<file path="config.mk">
export PLATFORM = sky130hd
export DESIGN_NAME = bracket_match_checker_top_flat
export DESIGN_NICKNAME = d
export VERILOG_FILES = /design/src/sv/bmc_pkg.sv /design/src/sv/bmc_in_if.sv /design/src/sv/bmc_out_if.sv /design/src/sv/bmc_stack_cell.sv /design/src/sv/bmc_out_buf.sv /design/src/sv/bracket_match_checker_top.sv /design/src/flat_wrapper.sv
export SDC_FILE = /design/constraint.sdc
export NUM_CORES = 1
export LEC_CHECK = 0
export BUFFER_PORTS_ARGS = -buffer_cell sky130_fd_sc_hd__buf_2
export CORE_UTILIZATION = 56
export DETAILED_ROUTE_END_ITERATION = 8
export HOLD_SLACK_MARGIN = 0.08
export PLACE_DENSITY = 0.84
export SKIP_LAST_GASP = 1
export SLEW_MARGIN = 5
export SYNTH_ARGS = -nofsm -noshare
export SYNTH_HDL_FRONTEND = slang
export SYNTH_SLANG_ARGS = --single-unit
</file>
<file path="constraint.sdc">
create_clock -name clk -period 6.58 [get_ports clk]
set_input_delay 0.987 -clock clk [delete_from_list [all_inputs] [get_ports clk]]
set_output_delay 0.987 -clock clk [all_outputs]
set_load 0.005 [all_outputs]
</file>
<file path="src/sv/bmc_pkg.sv">
// ----------------------------------------------------------------------------
// bmc_pkg
// Types, character codes and the character classifier shared by the
// bracket match checker.
// ----------------------------------------------------------------------------
package bmc_pkg;

  localparam logic [7:0]  CH_LPAREN = 8'h28;
  localparam logic [7:0]  CH_RPAREN = 8'h29;
  localparam logic [7:0]  CH_LBRACK = 8'h5B;
  localparam logic [7:0]  CH_RBRACK = 8'h5D;
  localparam logic [7:0]  CH_LBRACE = 8'h7B;
  localparam logic [7:0]  CH_RBRACE = 8'h7D;
  localparam logic [7:0]  CH_LANGLE = 8'h3C;
  localparam logic [7:0]  CH_RANGLE = 8'h3E;

  localparam logic [15:0] COUNT_MAX = 16'hFFFF;

  typedef enum logic [1:0] {
    KIND_PAREN = 2'd0,
    KIND_BRACK = 2'd1,
    KIND_BRACE = 2'd2,
    KIND_ANGLE = 2'd3
  } kind_t;

  typedef struct packed {
    logic  is_open;
    logic  is_close;
    kind_t kind;
  } char_class_t;

  // shift control for the stack row
  typedef struct packed {
    logic push;
    logic pop;
  } shift_ctl_t;

  typedef struct packed {
    logic [15:0] matched_pairs;
    logic        left_open;
    logic        mismatch_seen;
    logic        overflow_seen;
  } result_t;

  function automatic char_class_t classify(input logic [7:0] c);
    char_class_t r;
    r.is_open  = 1'b0;
    r.is_close = 1'b0;
    r.kind     = KIND_PAREN;
    case (c)
      CH_LPAREN: begin r.is_open  = 1'b1; r.kind = KIND_PAREN; end
      CH_LBRACK: begin r.is_open  = 1'b1; r.kind = KIND_BRACK; end
      CH_LBRACE: begin r.is_open  = 1'b1; r.kind = KIND_BRACE; end
      CH_LANGLE: begin r.is_open  = 1'b1; r.kind = KIND_ANGLE; end
      CH_RPAREN: begin r.is_close = 1'b1; r.kind = KIND_PAREN; end
      CH_RBRACK: begin r.is_close = 1'b1; r.kind = KIND_BRACK; end
      CH_RBRACE: begin r.is_close = 1'b1; r.kind = KIND_BRACE; end
      CH_RANGLE: begin r.is_close = 1'b1; r.kind = KIND_ANGLE; end
      default: begin
        r.is_open  = 1'b0;
        r.is_close = 1'b0;
      end
    endcase
    return r;
  endfunction

endpackage

</file>
<file path="src/sv/bmc_in_if.sv">
// ----------------------------------------------------------------------------
// bmc_in_if
// Character request channel: valid/ready with one byte and an end marker.
// ----------------------------------------------------------------------------
interface bmc_in_if;
  logic       valid;
  logic       ready;
  logic [7:0] char_code;
  logic       last_char;

  modport source (output valid, output char_code, output last_char, input ready);
  modport sink   (input valid, input char_code, input last_char, output ready);
endinterface

</file>
<file path="src/sv/bmc_out_if.sv">
// ----------------------------------------------------------------------------
// bmc_out_if
// Result request channel: valid/ready with pair count and status flags.
// ----------------------------------------------------------------------------
interface bmc_out_if;
  logic        valid;
  logic        ready;
  logic [15:0] matched_pairs;
  logic        left_open;
  logic        mismatch_seen;
  logic        overflow_seen;

  modport source (output valid, output matched_pairs, output left_open,
                  output mismatch_seen, output overflow_seen, input ready);
  modport sink   (input valid, input matched_pairs, input left_open,
                  input mismatch_seen, input overflow_seen, output ready);
endinterface

</file>
<file path="src/sv/bmc_stack_cell.sv">
// ----------------------------------------------------------------------------
// bmc_stack_cell
// One entry of the shifting opener stack; takes the upper neighbor on a
// push and the lower neighbor on a pop.
// ----------------------------------------------------------------------------
module bmc_stack_cell
  import bmc_pkg::*;
(
  input  logic       clk,
  input  shift_ctl_t ctl,
  input  kind_t      from_above,
  input  kind_t      from_below,
  output kind_t      kind_q
);

  kind_t data_r;

  always_ff @(posedge clk) begin
    if (ctl.push) begin
      data_r <= from_above;
    end else if (ctl.pop) begin
      data_r <= from_below;
    end
  end

  assign kind_q = data_r;

endmodule

</file>
<file path="src/sv/bmc_out_buf.sv">
// ----------------------------------------------------------------------------
// bmc_out_buf
// Result register with one skid entry so the scan keeps running while a
// result waits on the output channel.
// ----------------------------------------------------------------------------
module bmc_out_buf
  import bmc_pkg::*;
(
  input  logic      clk,
  input  logic      rst_n,
  input  logic      push,
  input  result_t   data,
  output logic      room,
  bmc_out_if.source out_ch
);

  logic    out_valid_r, out_valid_nxt;
  logic    skid_valid_r, skid_valid_nxt;
  result_t out_data_r, out_data_nxt;
  result_t skid_data_r, skid_data_nxt;
  logic    take;

  assign take = out_valid_r && out_ch.ready;
  assign room = !skid_valid_r;

  always_comb begin
    out_valid_nxt  = out_valid_r;
    skid_valid_nxt = skid_valid_r;
    out_data_nxt   = out_data_r;
    skid_data_nxt  = skid_data_r;
    if (skid_valid_r) begin
      // no new request can arrive while the skid entry is full
      if (take) begin
        out_data_nxt   = skid_data_r;
        skid_valid_nxt = 1'b0;
      end
    end else if (push) begin
      if (!out_valid_r || take) begin
        out_data_nxt  = data;
        out_valid_nxt = 1'b1;
      end else begin
        skid_data_nxt  = data;
        skid_valid_nxt = 1'b1;
      end
    end else if (take) begin
      out_valid_nxt = 1'b0;
    end
  end

  always_ff @(posedge clk) begin
    if (!rst_n) begin
      out_valid_r  <= 1'b0;
      skid_valid_r <= 1'b0;
    end else begin
      out_valid_r  <= out_valid_nxt;
      skid_valid_r <= skid_valid_nxt;
    end
    out_data_r  <= out_data_nxt;
    skid_data_r <= skid_data_nxt;
  end

  assign out_ch.valid         = out_valid_r;
  assign out_ch.matched_pairs = out_data_r.matched_pairs;
  assign out_ch.left_open     = out_data_r.left_open;
  assign out_ch.mismatch_seen = out_data_r.mismatch_seen;
  assign out_ch.overflow_seen = out_data_r.overflow_seen;

endmodule

</file>
<file path="src/sv/bracket_match_checker_top.sv">
// The result is registered in the output buffer (output register, or skid
// entry while the output waits) when the request with last_char is accepted.
// One character per cycle while room is high; the stack row pushes or pops
// and the top cell is compared in the same cycle as the character arrives.
// Reset clears stack level, pair count, flags and the output buffer; the
// stack cells hold no reset and are only read below the current level.
// ----------------------------------------------------------------------------
// bracket_match_checker_top
// Balanced bracket checker built on a shifting row of stack cells, with the
// top of stack always in the first cell.
// ----------------------------------------------------------------------------
module bracket_match_checker_top
  import bmc_pkg::*;
#(
  parameter int STACK_DEPTH = 64
) (
  input  logic      clk,
  input  logic      rst_n,
  bmc_in_if.sink    in_ch,
  bmc_out_if.source out_ch
);

  localparam int LVL_W = $clog2(STACK_DEPTH + 1);
  localparam logic [LVL_W-1:0] LVL_FULL = LVL_W'(STACK_DEPTH);

  logic [LVL_W-1:0] level_r, level_nxt;
  logic [15:0]      count_r, count_nxt;
  logic             stopped_r, stopped_nxt;
  logic             mis_r, mis_nxt;
  logic             ovf_r, ovf_nxt;

  kind_t       slot_q [STACK_DEPTH];
  shift_ctl_t  ctl;
  char_class_t cls;
  logic        accept, act, room;
  logic        is_full, is_empty, do_push, do_pop, bad_close, push_full;
  result_t     res;

  assign in_ch.ready = room;
  assign accept      = in_ch.valid && room;
  assign cls         = classify(in_ch.char_code);
  assign act         = accept && !stopped_r;
  assign is_full     = (level_r == LVL_FULL);
  assign is_empty    = (level_r == '0);

  assign do_push   = act && cls.is_open && !is_full;
  assign push_full = act && cls.is_open && is_full;
  assign do_pop    = act && cls.is_close && !is_empty && (slot_q[0] == cls.kind);
  assign bad_close = act && cls.is_close && !do_pop;

  assign ctl.push = do_push;
  assign ctl.pop  = do_pop;

  genvar i;
  generate
    for (i = 0; i < STACK_DEPTH; i++) begin : g_slot
      kind_t above, below;
      if (i == 0) begin : g_top
        assign above = cls.kind;
      end else begin : g_mid
        assign above = slot_q[i-1];
      end
      if (i == STACK_DEPTH - 1) begin : g_bot
        assign below = KIND_PAREN;
      end else begin : g_up
        assign below = slot_q[i+1];
      end
      bmc_stack_cell u_slot (
        .clk        (clk),
        .ctl        (ctl),
        .from_above (above),
        .from_below (below),
        .kind_q     (slot_q[i])
      );
    end
  endgenerate

  always_comb begin
    level_nxt   = level_r;
    count_nxt   = count_r;
    stopped_nxt = stopped_r;
    mis_nxt     = mis_r;
    ovf_nxt     = ovf_r;
    if (do_push) begin
      level_nxt = level_r + 1'b1;
    end
    if (do_pop) begin
      level_nxt = level_r - 1'b1;
      if (count_r != COUNT_MAX) begin
        count_nxt = count_r + 16'd1;
      end
    end
    if (push_full) begin
      ovf_nxt     = 1'b1;
      stopped_nxt = 1'b1;
    end
    if (bad_close) begin
      mis_nxt     = 1'b1;
      stopped_nxt = 1'b1;
    end
    res.matched_pairs = count_nxt;
    res.left_open     = (level_nxt != '0);
    res.mismatch_seen = mis_nxt;
    res.overflow_seen = ovf_nxt;
    // end of string: report, then start the next string from scratch
    if (accept && in_ch.last_char) begin
      level_nxt   = '0;
      count_nxt   = '0;
      stopped_nxt = 1'b0;
      mis_nxt     = 1'b0;
      ovf_nxt     = 1'b0;
    end
  end

  always_ff @(posedge clk) begin
    if (!rst_n) begin
      level_r   <= '0;
      count_r   <= '0;
      stopped_r <= 1'b0;
      mis_r     <= 1'b0;
      ovf_r     <= 1'b0;
    end else begin
      level_r   <= level_nxt;
      count_r   <= count_nxt;
      stopped_r <= stopped_nxt;
      mis_r     <= mis_nxt;
      ovf_r     <= ovf_nxt;
    end
  end

  bmc_out_buf u_out_buf (
    .clk    (clk),
    .rst_n  (rst_n),
    .push   (accept && in_ch.last_char),
    .data   (res),
    .room   (room),
    .out_ch (out_ch)
  );

`ifndef SYNTHESIS
  a_level_bound: assert property (@(posedge clk) disable iff (!rst_n)
    level_r <= LVL_FULL)
    else $error("stack level beyond depth");

  a_end_clears: assert property (@(posedge clk) disable iff (!rst_n)
    (accept && in_ch.last_char) |=> (level_r == '0 && count_r == '0 && !stopped_r))
    else $error("state not cleared after end of string");

  a_flag_stops: assert property (@(posedge clk) disable iff (!rst_n)
    (mis_r || ovf_r) |-> stopped_r)
    else $error("error flag set without stopped scan");

  a_one_cause: assert property (@(posedge clk) disable iff (!rst_n)
    !(mis_r && ovf_r))
    else $error("mismatch and overflow both set");

  a_frozen: assert property (@(posedge clk) disable iff (!rst_n)
    (stopped_r && !(accept && in_ch.last_char)) |=> $stable(level_r) && $stable(count_r))
    else $error("stack moved after scan stopped");
`endif

endmodule
</file>
<file path="src/flat_wrapper.sv">
// flat-port wrapper written by rule: the top's interface ports become plain ports
module bracket_match_checker_top_flat import bmc_pkg::*;
#(
  parameter int STACK_DEPTH = 64
)
  (clk, rst_n, in_ch_valid, in_ch_char_code, in_ch_last_char, in_ch_ready, out_ch_valid, out_ch_matched_pairs, out_ch_left_open, out_ch_mismatch_seen, out_ch_overflow_seen, out_ch_ready);
  bmc_in_if in_ch_i ();
  bmc_out_if out_ch_i ();
  input  logic clk;
  input  logic rst_n;
  input wire logic [$bits(in_ch_i.valid)-1:0] in_ch_valid;
  input wire logic [$bits(in_ch_i.char_code)-1:0] in_ch_char_code;
  input wire logic [$bits(in_ch_i.last_char)-1:0] in_ch_last_char;
  output wire logic [$bits(in_ch_i.ready)-1:0] in_ch_ready;
  output wire logic [$bits(out_ch_i.valid)-1:0] out_ch_valid;
  output wire logic [$bits(out_ch_i.matched_pairs)-1:0] out_ch_matched_pairs;
  output wire logic [$bits(out_ch_i.left_open)-1:0] out_ch_left_open;
  output wire logic [$bits(out_ch_i.mismatch_seen)-1:0] out_ch_mismatch_seen;
  output wire logic [$bits(out_ch_i.overflow_seen)-1:0] out_ch_overflow_seen;
  input wire logic [$bits(out_ch_i.ready)-1:0] out_ch_ready;
  assign in_ch_i.valid = in_ch_valid;
  assign in_ch_i.char_code = in_ch_char_code;
  assign in_ch_i.last_char = in_ch_last_char;
  assign in_ch_ready = in_ch_i.ready;
  assign out_ch_valid = out_ch_i.valid;
  assign out_ch_matched_pairs = out_ch_i.matched_pairs;
  assign out_ch_left_open = out_ch_i.left_open;
  assign out_ch_mismatch_seen = out_ch_i.mismatch_seen;
  assign out_ch_overflow_seen = out_ch_i.overflow_seen;
  assign out_ch_i.ready = out_ch_ready;
  bracket_match_checker_top #(.STACK_DEPTH(STACK_DEPTH)) u_core (.clk(clk), .rst_n(rst_n), .in_ch(in_ch_i), .out_ch(out_ch_i));
endmodule
</file>
==> results.py, run 1 <==
metrics = {
    "timing": {
        "fin_crit_sh": 0.6101,
        "setup_tns_ns": 0,
        "min_period_ns": 4.014,
        "setup_ws_ns": 2.566,
        "clock_skew_ns": 0.01115,
        "fmax_mhz": 249.1,
        "drv_slew": 0,
        "rsz0062_at_grt": "no",
        "final-hold-violation-count": 0,
        "slew_headroom": 0.1804,
        "worstMarginPinSlew_ns": 1.229,
        "setup_viol": 0,
    },
    "critical_path": {
        "cp.required_ns": 6.66,
        "critPathMaxStageDelay_ns": 0.68,
        "crit_type": "in2reg",
        "crit_fanout": 82,
        "endpoint_kind": "register",
        "critPathLaunchType": "primary input",
        "worstPathCellList": "buf_2 -> or4b_4 -> a2111oi_4 -> nor2_2 -> nor3_2 -> nand2b_4 -> buf_12",
        "cp_data_arrival_time_ns": 4.09,
        "slowest_stage": "nor3_2",
    },
    "routing": {
        "drc": 0,
        "wl_per_cell_um": 14.55,
        "routed_wl_um": 15350,
        "drt_iter0_drc": 571,
        "viasPerCell": 5.455,
        "antenna_left": 0,
        "dr.pass1.iters": 5,
        "vias": 5755,
    },
    "cts": {
        "holdBufCountCts": 0,
        "cts_max_path_buffers": 2,
        "clk_latency_ns": 0.43,
        "path_clk_slew_ns": 0.07,
        "h-tree-depth": 4,
        "cts_buffers": 17,
        "clock_sinks": 194,
        "cts_setup_buffers": 0,
        "tritoncts": "done",
        "cts_root_buffer": "clkbuf_16",
        "cts_resized": 0,
    },
    "die": {
        "rows": 45,
        "die_height_um": 126.5,
        "dieWidth_um": 126.5,
        "die_area_um2": 16010,
        "start_util": 0.5734,
        "io_pins": 34,
        "core_area_um2": 15150,
    },
    "logic_synthesis": {
        "synth_edf_count": 166,
        "synth_cell_type_count": 64,
        "syn-num-nets": 851,
        "postSynth.asyncResetShare": 0,
        "synth.avg_cell_area_um2": 10.41,
        "ys_ff_latch": 194,
        "syn-cell-area_um2": 8685,
        "synth_top_area_share": 0.5740,
        "synthFlopType": "edfxtp_1",
        "synthTopCellsByArea": "edfxtp_1 57%, nand2_1 17%, dfxtp_1 6.5%",
        "yosys_warnings": 0,
        "syn_inst": 834,
        "yosysTopAreaCell": "edfxtp_1",
        "seq_area_frac_synth": 0.6385,
    },
    "grt": {
        "first_global_vias": 5445,
        "grt_remaining_overflow": 0,
        "antenna_found_initial": 0,
        "track_usage": 0.2050,
        "grt_max_degree": 129,
        "grt_pass1_wl_um": 25930,
    },
    "layout": {
        "fillers": 1126,
        "area_growth_pct": 10.57,
        "seqCellArea_um2": 5545,
        "layout-drive-gt1-share": 0.1257,
        "diodes": 0,
        "nNetsFinal": 871,
        "multi_input_area_um2": 2967,
    },
    "job": {
        "maxCapViolCount": 0,
    },
    "placement": {
        "gp_congestion": 0.8445,
        "hpwl_um": 9246,
        "io_buffers": 33,
        "pre_cts_slack_ns": 2.146,
    },
    "outcome": {
        "status": "complete, no violations",
    },
    "pwr": {
        "power_density_nw_per_um2": 249.4,
        "vdd_drop_max_mv": 0.2130,
        "p_leak_uw": 0.003922,
    },
    "hold_path": {
        "min_path_type": "reg2reg",
    },
}
sequential cells by signal (all words and copies together) (netlist names):
register and count:
u_core.count_r 16, u_core.u_out_buf.skid_data_r 19, u_core.level_r 7, u_core.u_out_buf.out_ch.valid 1, u_core.u_out_buf.skid_valid_r 1, u_core.stopped_r 1
u_core.u_out_buf.out_ch.left_open 1, u_core.u_out_buf.out_ch.mismatch_seen 1, u_core.g_slot.u_slot.kind_q 128, u_core.mis_r 1, u_core.u_out_buf.out_ch.overflow_seen 1, u_core.ovf_r 1
u_core.u_out_buf.out_ch.matched_pairs 16
synth_stat cells (all sizes together), types with 7 or more instances:
| library cell | instances |
|---|---|
| a21oi | 7 |
| and3 | 11 |
| buf | 13 |
| clkbuf | 23 |
| dfxtp | 28 |
| edfxtp | 166 |
| inv | 12 |
| mux2 | 15 |
| nand2 | 396 |
| nand3 | 15 |
| nand4 | 7 |
| nor2 | 22 |
| nor2b | 14 |
| nor3 | 14 |
| o21ai | 12 |
| xor2 | 11 |
kinds of logic (layout without fill, tap and decap cells):
group           count (synthesis)  count (layout)  synth area share
flops                         194             194            0.6385
fa+ha+maj                       4               4          0.005763
xor+xnor                       16              16           0.01700
compound gates                 40              40           0.03688
mux                            18              18           0.02291
buf+inv                        48              81           0.02348
simple gates                  514             514            0.2554
power by group:
group	switching (uW)	leakage [uW]	internal, uW	total, uW
Clock	503	0.000286	510	1010
Combinational	33.3	0.00188	17.9	51.3
Sequential	4.24	0.00176	1330	1330
through the flow:
stage | instances | area (um^2) | utilization | hold slack, ns | total power, uW
global placement | 1023 | 9012 | 0.5950 | 0.4737 | 1409
CTS | 1055 | 9603 | 0.6340 | 0.5176 | 2411
global route | 1055 | 9603 | 0.6340 | 0.5500 | 2460
finish | 1055 | 9603 | 0.6340 | 0.5136 | 2395
floorplan | 834 | 8685 | - | 0.4416 | 1393
detailed placement | 1023 | 9012 | 0.5950 | 0.5068 | 1411
path summary, 6_finish.rpt:
kind                                      startpoint                                 end  slack, ns  cells past startpoint
setup / recovery                  in_ch_char_code[2]  u_core.g_slot[59].u_slot.kind_q[0]       2.57                      7
hold / removal    u_core.g_slot[63].u_slot.kind_q[1]  u_core.g_slot[62].u_slot.kind_q[1]       0.51                      2
setup reg to reg       u_core.u_out_buf.skid_valid_r  u_core.g_slot[59].u_slot.kind_q[0]       2.82                      6
hold reg to reg   u_core.g_slot[63].u_slot.kind_q[1]  u_core.g_slot[62].u_slot.kind_q[1]       0.51                      2
cell type report:
class	count	share of cell area
flip-flops and latches	194	0.5775
inverters	12	0.004691
multi-input cells	592	0.3089
repair buffers	37	0.02293
clock buffers	17	0.04430
clock inverters	15	0.01720
well taps	188	0.02450
layer usage:
| layer | wire [um] | part of all wire | track usage |
|---|---|---|---|
| met1 | 7075 | 0.46 | 0.2771 |
| met2 | 7454 | 0.49 | 0.3299 |
| met3 | 567 | 0.037 | 0.04175 |
| met4 | 257 | 0.017 | 0.07654 |
| met5 | 0 | 0 | 0 |
cell usage in the layout, fill, tap and decap left out, types with 3 or more instances in the layout:
cell         n
a21oi_1      7
and3_1      11
buf_2       33
clkbuf_16   17
clkinv_4     3
clkinv_8     4
dfxtp_1     28
edfxtp_1   166
ha_1         4
inv_1       11
inv_6        3
inv_8        3
mux2_2      15
mux2i_1      3
nand2_1    395
nand2b_1     4
nand3_1     15
nand4_1      6
nand4b_1     4
nor2_1      20
nor2b_1     14
nor3_1      13
nor4_1       4
o21ai_0      9
or2_2        5
or3_1        3
xnor2_1      4
xor2_1      11
worst max-delay path: cells and delay by family:
| family | cells | cell delay (ns) |
|---|---|---|
| and+or+nand+nor | 4 | 2.05 |
| buffers and inverters | 2 | 0.58 |
| AOI/OAI and AO/OA | 1 | 0.36 |
No activity file was read; power rests on OpenSTA's default activity.
==> run 2: changes to the inputs <==
--- a/config.mk
+++ b/config.mk
@@ -6,10 +6,10 @@
 export NUM_CORES = 1
 export LEC_CHECK = 0
 export BUFFER_PORTS_ARGS = -buffer_cell sky130_fd_sc_hd__buf_2
-export CORE_UTILIZATION = 56
+export CORE_UTILIZATION = 60
 export DETAILED_ROUTE_END_ITERATION = 8
 export HOLD_SLACK_MARGIN = 0.08
-export PLACE_DENSITY = 0.84
+export PLACE_DENSITY = 0.86
 export SKIP_LAST_GASP = 1
 export SLEW_MARGIN = 5
 export SYNTH_ARGS = -nofsm -noshare
==> constraint.sdc (replaced) <==
create_clock -name clk -period 3.9 [get_ports clk]
set_input_delay 0.585 -clock clk [delete_from_list [all_inputs] [get_ports clk]]
set_output_delay 0.585 -clock clk [all_outputs]
set_load 0.005 [all_outputs]
==> results.py, run 2 (synthesis results as in run 1) <==
metrics = {
    "die": {
        "start_util": 0.6208,
        "dieWidth_um": 122.3,
        "die_area_um2": 14960,
        "rows": 43,
        "die_height_um": 122.3,
        "core_area_um2": 13990,
        "io_pins": 34,
    },
    "pwr": {
        "finalPower_uw": 3917,
        "vdd_drop_max_mv": 0.3502,
        "p_leak_uw": 0.003927,
        "power_density_nw_per_um2": 408.2,
    },
    "timing": {
        "setup_tns_ns": 0,
        "min_period_ns": 3.146,
        "setup_viol": 0,
        "drv_slew": 0,
        "final-hold-violation-count": 0,
        "slew_headroom": 0.3791,
        "fin_crit_sh": 0.8067,
        "setup_ws_ns": 0.7538,
        "clock_skew_ns": 0.01041,
        "fmax_mhz": 317.8,
        "worstMarginPinSlew_ns": 0.9290,
        "rsz0062_at_grt": "no",
    },
    "critical_path": {
        "ff2ff_setup_slack_ns": 0.75,
        "cp_data_arrival_time_ns": 3.31,
        "crit_type": "reg2reg",
        "crit_start": "u_core.u_out_buf.skid_valid_r",
        "critical_path.top_delay_family": "compound AO/OA/AOI/OAI gates",
        "worstRegToRegCells": 7,
        "worstPathCellList": "or3b_1 -> or3_2 -> o22ai_1 -> a32oi_1 -> xnor2_1 -> a2111oi_4 -> a41oi_2",
        "critPathMaxStageDelay_ns": 0.54,
        "cp.required_ns": 4.06,
        "critPathLaunchType": "register",
        "endpoint_kind": "register",
        "cp_num_buf_inv": 0,
        "crit_fanout": 12,
        "r2r_end": "u_core.u_out_buf.out_ch.left_open",
        "slowest_stage": "or3b_1",
        "timing.rr.start": "u_core.u_out_buf.skid_valid_r",
    },
    "cts": {
        "cts_buffers": 17,
        "h-tree-depth": 4,
        "cts_resized": 0,
        "clock_sinks": 194,
        "tritoncts": "done",
        "cts_setup_buffers": 0,
        "path_clk_slew_ns": 0.07,
        "holdBufCountCts": 0,
        "clk_latency_ns": 0.43,
        "cts_root_buffer": "clkbuf_16",
        "cts_max_path_buffers": 2,
    },
    "grt": {
        "grt_max_degree": 68,
        "antenna_found_initial": 0,
        "busiest_layer": "met2",
        "first_global_vias": 5407,
        "met3_usage": 0.05576,
        "track_usage": 0.2287,
        "met1_usage": 0.3357,
        "grt_remaining_overflow": 0,
        "grt_pass1_wl_um": 26370,
        "met2_usage": 0.3364,
    },
    "layout": {
        "layout-drive-gt1-share": 0.1269,
        "nNetsFinal": 879,
        "diodes": 0,
        "fin_cells": 1055,
        "most-common-layout-cells": "395 x nand2_1, 166 x edfxtp_1, 33 x buf_2, 28 x dfxtp_1, 20 x nor2_1",
        "area_growth_pct": 10.49,
        "largest_register_ff_count": 128,
        "final_common_cell": "nand2_1",
    },
    "hold_path": {
        "holdPathStages": 3,
        "hold_end": "u_core.u_out_buf.skid_valid_r",
        "min_path_type": "in2reg",
        "hold_start": "rst_n",
    },
    "routing": {
        "vias": 5849,
        "drc": 0,
        "dr.pass1.iters": 5,
        "wl_per_cell_um": 14.83,
        "routed_wl_um": 15650,
        "viasPerCell": 5.544,
        "drt_iter0_drc": 589,
        "antenna_left": 0,
    },
    "placement": {
        "dpl.cell_count": 1023,
        "pre_cts_slack_ns": 0.5925,
        "io_buffers": 33,
        "hpwl_um": 9515,
        "gp_congestion": 0.8518,
    },
    "outcome": {
        "status": "complete, no violations",
    },
    "job": {
        "maxCapViolCount": 0,
    },
}
[run 2: changes by cell type in the layout (fill, tap and decap cells not counted), moves of 3 or more]
cell,delta
inv_8,-3
clkinv_8,-4
buf_4,+7
clkbuf_1,+6
[run 2: stage by stage]
stage / hold WS (ns) / instance area [um^2] / util
2_1_floorplan: 0.4416 / 8692 / -
4_1_cts: 0.4006 / 9595 / 0.6860
6_report: 0.4201 / 9595 / 0.6860
3_5_place_dp: 0.4785 / 9069 / 0.6483
3_3_place_gp: 0.4877 / 9069 / 0.6483
5_1_grt: 0.4117 / 9595 / 0.6860
[run 2: power by group]
part,internal (uW),leakage [uW],switching [uW],total [uW]
combinational,30.7,0.00191,56.3,87.0
clock,852,0.000252,728,1580
sequential,2240,0.00176,7.82,2250
[run 2: final cells by class]
class,count,area [um^2]
clock buffers,25,475.5
clock inverters,7,51.30
fillers,1021,4393
inverters,12,45.04
multi-input cells,592,2960
flip-flops and latches,194,5545
well taps,180,225.2
repair buffers,45,292.8
[run 2: metal layers]
layer / vias up / part of all wire
li1: 2884 / -
met4: 0 / 0.015
met3: 22 / 0.047
met1: 2792 / 0.47
met2: 151 / 0.47
met5: - / 0
[run 2: how the worst max path moves through the flow]
stage,endpoint,depth (start not counted)
after floorplan,u_core.g_slot[0].u_slot.kind_q[0],7
after global placement,u_core.g_slot[26].u_slot.kind_q[0],7
after detailed placement,u_core.g_slot[27].u_slot.kind_q[0],7
after CTS,u_core.u_out_buf.out_ch.left_open,7
after global routing,u_core.g_slot[27].u_slot.kind_q[0],6
final,u_core.u_out_buf.out_ch.left_open,7
[run 2: worst reg2reg max path: cells and delay by family (launching register included)]
family,cells,cell delay [ns]
AND/OR/NAND/NOR,2,1.04
flip-flops,1,0.47
AO/OA/AOI/OAI,4,1.14
XOR/XNOR,1,0.22
